### config.mk
export PLATFORM = sky130hd
export DESIGN_NAME = tfn_queue
export DESIGN_NICKNAME = d
export VERILOG_FILES = /design/src/rtl/tfn_pkg.sv /design/src/rtl/tfn_queue.sv
export SDC_FILE = /design/constraint.sdc
export NUM_CORES = 1
export LEC_CHECK = 0
export BUFFER_PORTS_ARGS = -buffer_cell sky130_fd_sc_hd__clkbuf_2
export CORE_UTILIZATION = 62
export DETAILED_ROUTE_END_ITERATION = 6
export PLACE_DENSITY = 0.88
export SLEW_MARGIN = 20
export SYNTH_ARGS = -nofsm -noshare
export SYNTH_HDL_FRONTEND = slang
export SYNTH_SLANG_ARGS = --single-unit
### constraint.sdc
create_clock -name aclk -period 29.5 [get_ports aclk]
set_clock_uncertainty 0.05 [all_clocks]
set_input_delay 4.425 -clock aclk [delete_from_list [all_inputs] [get_ports aclk]]
set_output_delay 4.425 -clock aclk [all_outputs]
set_load 0.02 [all_outputs]
### src/rtl/tfn_pkg.sv
// Package for the triangle face normal unit.
// Holds the payload structs, the queue entry and search stage types and the widths.
// No dependencies.
package tfn_pkg;

    // Field and datapath widths.
    localparam int CoordW     = 16;
    localparam int EdgeW      = 17;
    localparam int ProdW      = 34;
    localparam int HalfW      = 17;
    localparam int SqW        = 66;
    localparam int LenW       = 68;
    localparam int KW         = 15;
    localparam int ScaleShift = 30;
    localparam int CmpW       = 102;
    localparam int NormW      = 16;

    // Default depth of the queue between the front and back parts.
    localparam int QueueDepth = 4;

    // One triangle as it enters.
    typedef struct packed {
        logic signed [CoordW-1:0] a_x;
        logic signed [CoordW-1:0] a_y;
        logic signed [CoordW-1:0] a_z;
        logic signed [CoordW-1:0] b_x;
        logic signed [CoordW-1:0] b_y;
        logic signed [CoordW-1:0] b_z;
        logic signed [CoordW-1:0] c_x;
        logic signed [CoordW-1:0] c_y;
        logic signed [CoordW-1:0] c_z;
    } tri_in_t;

    // One unit normal as it leaves.
    typedef struct packed {
        logic signed [NormW-1:0] unit_x;
        logic signed [NormW-1:0] unit_y;
        logic signed [NormW-1:0] unit_z;
        logic                    degenerate;
    } normal_out_t;

    // Classified face handed from the front part to the back part.
    typedef struct packed {
        logic [2:0]               neg;
        logic [2:0][SqW-1:0]      sq;
        logic [LenW-1:0]          len2;
        logic                     degenerate;
    } face_t;

    // State of the bitwise rounding search for all three components.
    // p holds (2k-1)^2 * len2, q holds (2k-1) * len2 in two's complement.
    typedef struct packed {
        logic [2:0]               neg;
        logic                     degenerate;
        logic [CmpW-1:0]          len2;
        logic [2:0][CmpW-1:0]     bound;
        logic [2:0][CmpW-1:0]     p;
        logic [2:0][CmpW-1:0]     q;
        logic [2:0][KW-1:0]       k;
    } search_t;

endpackage

### src/rtl/tfn_queue.sv
// Short queue between the front and back parts of the triangle face normal unit.
// Memory with a registered head word. Depends on tfn_pkg.
module tfn_queue #(
    parameter int DEPTH = tfn_pkg::QueueDepth
) (
    input  logic            aclk,
    input  logic            aresetn,
    input  logic            push,
    input  tfn_pkg::face_t  push_data,
    output logic            full,
    input  logic            pop,
    output logic            out_valid,
    output tfn_pkg::face_t  out_data
);

    localparam int PtrW = $clog2(DEPTH);
    localparam int CntW = $clog2(DEPTH + 1);

    tfn_pkg::face_t  mem [DEPTH];
    logic [PtrW-1:0] wr_ptr_reg, rd_ptr_reg;
    logic [CntW-1:0] cnt_reg;
    logic            ov_reg;
    tfn_pkg::face_t  head_reg;
    logic            load;

    // Refill the head word whenever it is empty or being taken.
    assign load      = (cnt_reg != '0) && (!ov_reg || pop);
    assign full      = cnt_reg == CntW'(DEPTH);
    assign out_valid = ov_reg;
    assign out_data  = head_reg;

    // Pointers, fill count and head valid.
    always_ff @(posedge aclk) begin
        if (!aresetn) begin
            wr_ptr_reg <= '0;
            rd_ptr_reg <= '0;
            cnt_reg    <= '0;
            ov_reg     <= 1'b0;
        end else begin
            if (push) begin
                wr_ptr_reg <= (wr_ptr_reg == PtrW'(DEPTH - 1)) ? '0 : wr_ptr_reg + 1'b1;
            end
            if (load) begin
                rd_ptr_reg <= (rd_ptr_reg == PtrW'(DEPTH - 1)) ? '0 : rd_ptr_reg + 1'b1;
            end
            cnt_reg <= cnt_reg + CntW'(push) - CntW'(load);
            if (load) begin
                ov_reg <= 1'b1;
            end else if (pop) begin
                ov_reg <= 1'b0;
            end
        end
    end

    // Storage write and registered read.
    always_ff @(posedge aclk) begin
        if (push) begin
            mem[wr_ptr_reg] <= push_data;
        end
        if (load) begin
            head_reg <= mem[rd_ptr_reg];
        end
    end

endmodule

== After elaboration in Yosys (flattened, before gate mapping) ==
Memories as Yosys holds them, arrays and structs flattened. A register that Yosys moved wholly into a read port is not among the register bits.
Cells that the tools add are included.
Word-level totals
  word-level logic and storage cells: 23
  bits in registers: 8
  memories: 1
  RAM bits: 1080
  output and inout port bits: 272
Cells by class
  add/sub/neg operators: 4
  eq/ne operators: 3
  reduce and logical (&&, ||, !) cells: 5
  mux-type cells: 6
Memory list
  mem: words 4, width 270, read ports 1, clocked after memory_dff 1, write ports 1, line tfn_queue.sv:19  | tfn_pkg::face_t mem [DEPTH];
Operators by type and width (number)
  $add A2 B1 Y2 const B: 2
  $eq A2 B2 Y1 const B: 2
  $mux W1: 4
  $mux W2: 2
  $add A3 B1 Y3: 1
  $eq A3 B3 Y1 const B: 1
  $reduce_bool A3 Y1: 1
  $sub A3 B1 Y3: 1
  $reduce_bool A2 Y1: 1
  $logic_and A1 B1 Y1: 1
  $logic_not A1 Y1: 1
  $logic_or A1 B1 Y1: 1

== Logic depth before layout (Yosys ltp) ==
  word-level depth: 4
  gate-level depth with buffers: 8
  mapped depth without buffers: 8

== Worst setup path before layout ==
Ideal clock, no wire load.
  kind: input -> register
  start point: in pop
  end point: reg cnt_reg[1]
  data arrival time: 20.237 ns
  setup slack: 9.098 ns
  cell stages on the path: 7
  data required time: 29.335 ns
  library setup time: 0.115 ns
  path through: inv_1 > a21oi_1 > ha_1 > inv_1 > ha_1 > fa_1 > and2_1
Between the ends
  cells in the longest elaborated chain, start to end: 3
RTL lines
  start: declaration: line tfn_queue.sv:11  | input logic pop,
  $logic_or A1 B1 Y1: line tfn_queue.sv:27  | assign load = (cnt_reg != '0) && (!ov_reg || pop);
  $logic_and A1 B1 Y1: line tfn_queue.sv:27
  named net load: line tfn_queue.sv:24  | logic load;
  $sub A3 B1 Y3: line tfn_queue.sv:46  | cnt_reg <= cnt_reg + CntW'(push) - CntW'(load);
  end signal: assignment: line tfn_queue.sv:46
  end: declaration: line tfn_queue.sv:21  | logic [CntW-1:0] cnt_reg;
The timed path passes the listed nets, and every way through them passes these cells.
A chain may end at the register's enable or synchronous reset.

== Worst setup path after layout ==
  start point: in push
  end point: mem mem[0][187] (netlist bit), enable pin
Between the ends
  cells in the longest elaborated chain, start to end: 2
RTL lines
  start: declaration: line tfn_queue.sv:8  | input logic push,
  $mux W1: line tfn_queue.sv:57  | if (push) begin
  $mux W1 (not written as such): line tfn_queue.sv:58  | mem[wr_ptr_reg] <= push_data;
  end: declaration: line tfn_queue.sv:19
Every way passes these cells.

==> summary.md <==
Sorting the synthesized cells by how often they occur yields edfxtp_1 (1350), mux4_2 (270), buf_2 (34), clkbuf_1 (10), buf_6 (9). The tree built by TritonCTS fans out to 1358 sinks. The worst register-to-register path has a depth of 4. The tool flagged a number of max-cap violations equal to 0. Count of hold buffers inserted by post-cts repair: 0. The library cell contributing the largest single delay on the critical path was buf_4. The tools report the core box area as 0.0758 mm2. The total of flip-flops plus latches after synthesis was 1358. The power density of the placed cells was 100 mW/mm2; the post-synthesis sequential area ratio was 85.8%.

The worst relative slew slack was 23.8%. The initialized floorplan defines 101 standard-cell rows. The via density per instance is 6.09, and the number of I/O pins is 546. The logs give 21 for the number of unique standard cell types used by synthesis and 2650 for the total number of nets in the final design. The final worst-path cycle share came out at 23.3%. The initial utilization of the core area, before any placement, comes to 62.6%.

Of the post-synthesis cell area, the dominant cell type holds 85.4%. For the post-CTS setup buffer count, the log shows 0. Synthesis produced a netlist whose cell count is 1730.

The maximum clock rate came out at 146 MHz. The worst endpoint required time is 29750 ps. TritonCTS built the clock tree. The number of antenna violations at the first check in global routing was 30; the worst-case clock buffer depth was 3.

The clock period minus final worst setup slack works out to 6870 ps. The average footprint of a synthesized cell came out at 27.4 um2. Setup repair after global routing left no endpoint under its margin.

The launch instance of the worst min-delay path was out_valid$_SDFFE_PN0P_. The post-detailed-route DRC marker count was 0; the clock network latency to the later pin of the worst-skew pair was 710 ps. After routing the design area is 0.0556 mm2.

The die extent in y came out at 279 um. The share of flip-flops with an asynchronous set or reset is 0%. Capturing element type of the critical path: a register.

For this run the aggregate overflow at the end of global routing stands at 0. The share of final-layout standard cells stronger than drive strength 1 is 41.8%. The count of endpoints failing hold in the final timing report was 0. The most used flip-flop cell after synthesis is edfxtp_1.

The maximum number of pins on one net before global-route repair is 151, and the overall routed net length is 103000 um. The hold path depth was 2; the clock-pin slew on the worst setup and hold paths was 60 ps. The horizontal extent of the die came out at 279 um. The logs give 0 ps for the accumulated negative setup slack and 1954 for the initial detailed-routing violation count.

The number of buffers and inverters on the critical path is 3. The worst-case vdd ir drop came out at 0.193 mV. The total half-perimeter wirelength after legalization and detailed placement is 56100 um, and the net count after synthesis is 2012. The tools report the slack of the worst reg-to-reg path as 24890 ps.

Routability-driven placement finished with a final weighted congestion of 0.779. In this design, the critical path's most frequently occurring cell is buf_4. In this run the cell area measured after placement is 0.0513 mm2.

The detail route stage leaves a number of antenna-violating nets equal to 0. The die footprint came out at 0.0776 mm2. Along the worst path, the maximum fanout reaches 69.

The most common cell in the synthesized netlist is edfxtp_1. The total clock buffers created by CTS came out at 130. The logs give 21163 for the via count and 0.0474 mm2 for the synthesized cell area. In this run, post-CTS repair resized a total of 0 instances. The tools report the total count of max-transition violations in the final report as 0. Clock tree synthesis selected as its root buffer the cell clkbuf_16. The stage delay of the slowest cell on the critical path works out to 940 ps.

Sorting the synthesized cells by area gives the leading types as edfxtp_1 (85%), mux4_2 (13%), buf_2 (0.36%), dfxtp_1 (0.34%), buf_6 (0.21%). The tools report the beginning of the worst register-to-register path as rd_ptr_reg[0]$_SDFFE_PN0P_. In this run the static leakage power is 18.7 nW. Dividing the detail-routed wire length by the instance count gives 29.6 um. The register with the most flip-flops in the layout has 1080 of them. The path class of the tightest hold or removal check is reg2reg. From synthesis to final layout, the design area changed by 17.2%.

The synthesized design contains 1350 enable-type register cells. Final count of negative-setup-slack endpoints: 0. Data on the critical path arrives at its endpoint at 7120 ps. The run finished with clean final reports. Among cell families on the critical path, the largest total delay comes from buffers and inverters. For this run, the detailed router's first-pass iteration total came to 5. The first global-routing pass estimated 148000 um of wire. The worst setup path is of the in2reg kind. Input and output buffers added on the ports amount to 545.

At the pin with the least slew margin, the transition time is 1140 ps. The critical path goes through clkbuf_2, and2_4, buf_4, buf_4. Fill cells in the final layout number 3947. The total of warnings raised by yosys is 0. The terminus of the critical flop-to-flop path is out_data[224]$_DFFE_PP_. For this run, the total global-route usage over all layers was measured as 26.8%. The biggest area contributor in the post-synthesis netlist is edfxtp_1. Endpoint with the worst hold slack: out_valid$_SDFFE_PN0P_. The H-tree generated during clock tree synthesis spans 4 levels. The worst setup path is launched from an input pin. The via count of the first global-routing pass was 22581.
## cell usage in the layout (no fill, tap or decap), types with 5 or more instances in the layout
cell / Yosys / final
bufinv_16: 0 / 16
inv_6: 0 / 8
clkinv_1: 0 / 28
edfxtp_1: 1350 / 1350
inv_1: 7 / 7
ha_1: 7 / 7
clkbuf_2: 0 / 545
buf_4: 8 / 18
diode_2: 0 / 26
clkinv_2: 0 / 20
clkbuf_16: 0 / 132
nand2_1: 5 / 5
dfxtp_1: 8 / 6
clkbuf_1: 10 / 19
clkinvlp_4: 0 / 6
mux4_2: 270 / 270
## worst reg2reg max path: cells and delay by family, from the launching register on
| kind | cells | cell delay [ps] |
|---|---|---|
| buffers and inverters | 3 | 2690 |
| DFF | 1 | 900 |
| muxes | 1 | 670 |
## routing by layer
| layer | part of all wire, % | up-vias | global-route usage, % |
|---|---|---|---|
| li1 | - | 8780 | - |
| met1 | 34 | 10962 | 31.5 |
| met2 | 54 | 1166 | 46.4 |
| met3 | 8.0 | 241 | 6.84 |
| met4 | 4.1 | 14 | 12.7 |
| met5 | 0.084 | - | 0 |
## power breakdown
group / switching [W] / internal, W
registers: 0.000139 / 0.00252
clock network: 0.000703 / 0.000968
logic: 0.000779 / 0.000476
total: 0.00162 / 0.00397
## through the flow
stage	utilization (%)	hold slack (ps)	instances	setup slack, ps	power, W
finish	73.4	474	3477	22630	0.00559
global route	73.3	479	3472	22540	0.00576
CTS	73.3	470	3451	22670	0.00563
detailed placement	67.6	477	3214	21880	0.00394
global placement	67.6	455	3214	21960	0.00390
floorplan	-	478	1730	9100	0.00362
## worst max path at each step
stage	startpoint	slack, ps	to	depth (start not counted)
after floorplan	pop	9100	cnt_reg[1]$_SDFF_PN0_	7
after global placement	push	21960	mem[0][201]$_DFFE_PP_	4
after detailed placement	push	21880	mem[0][201]$_DFFE_PP_	4
after CTS	push	22670	mem[0][200]$_DFFE_PP_	4
after global routing	push	22540	mem[0][225]$_DFFE_PP_	4
final	push	22630	mem[0][187]$_DFFE_PP_	4
## layout make-up
class                   instances  area [um2]  area share (%)
multi-input cells             304        6370            11.5
diodes                         26        65.1           0.117
clock inverters                86         912            1.64
flip-flops and latches       1358       40700            73.2
clock buffers                 151        3370            6.07
repair buffers                567        2940            5.29
well taps                     978        1220            2.20
inverters                       7        26.3          0.0472
## cells by family after synthesis
family | after synthesis | share of synthesized area (%)
buffers and inverters | 68 | 0.833
AO/OA/AOI/OAI | 2 | 0.0264
flip-flops | 1358 | 85.8
XOR/XNOR | 2 | 0.0369
adder cells (fa/ha/maj) | 8 | 0.227
multiplexers | 274 | 12.9
AND/OR/NAND/NOR | 18 | 0.198
Note: power is estimated with default switching activity, not from simulation.
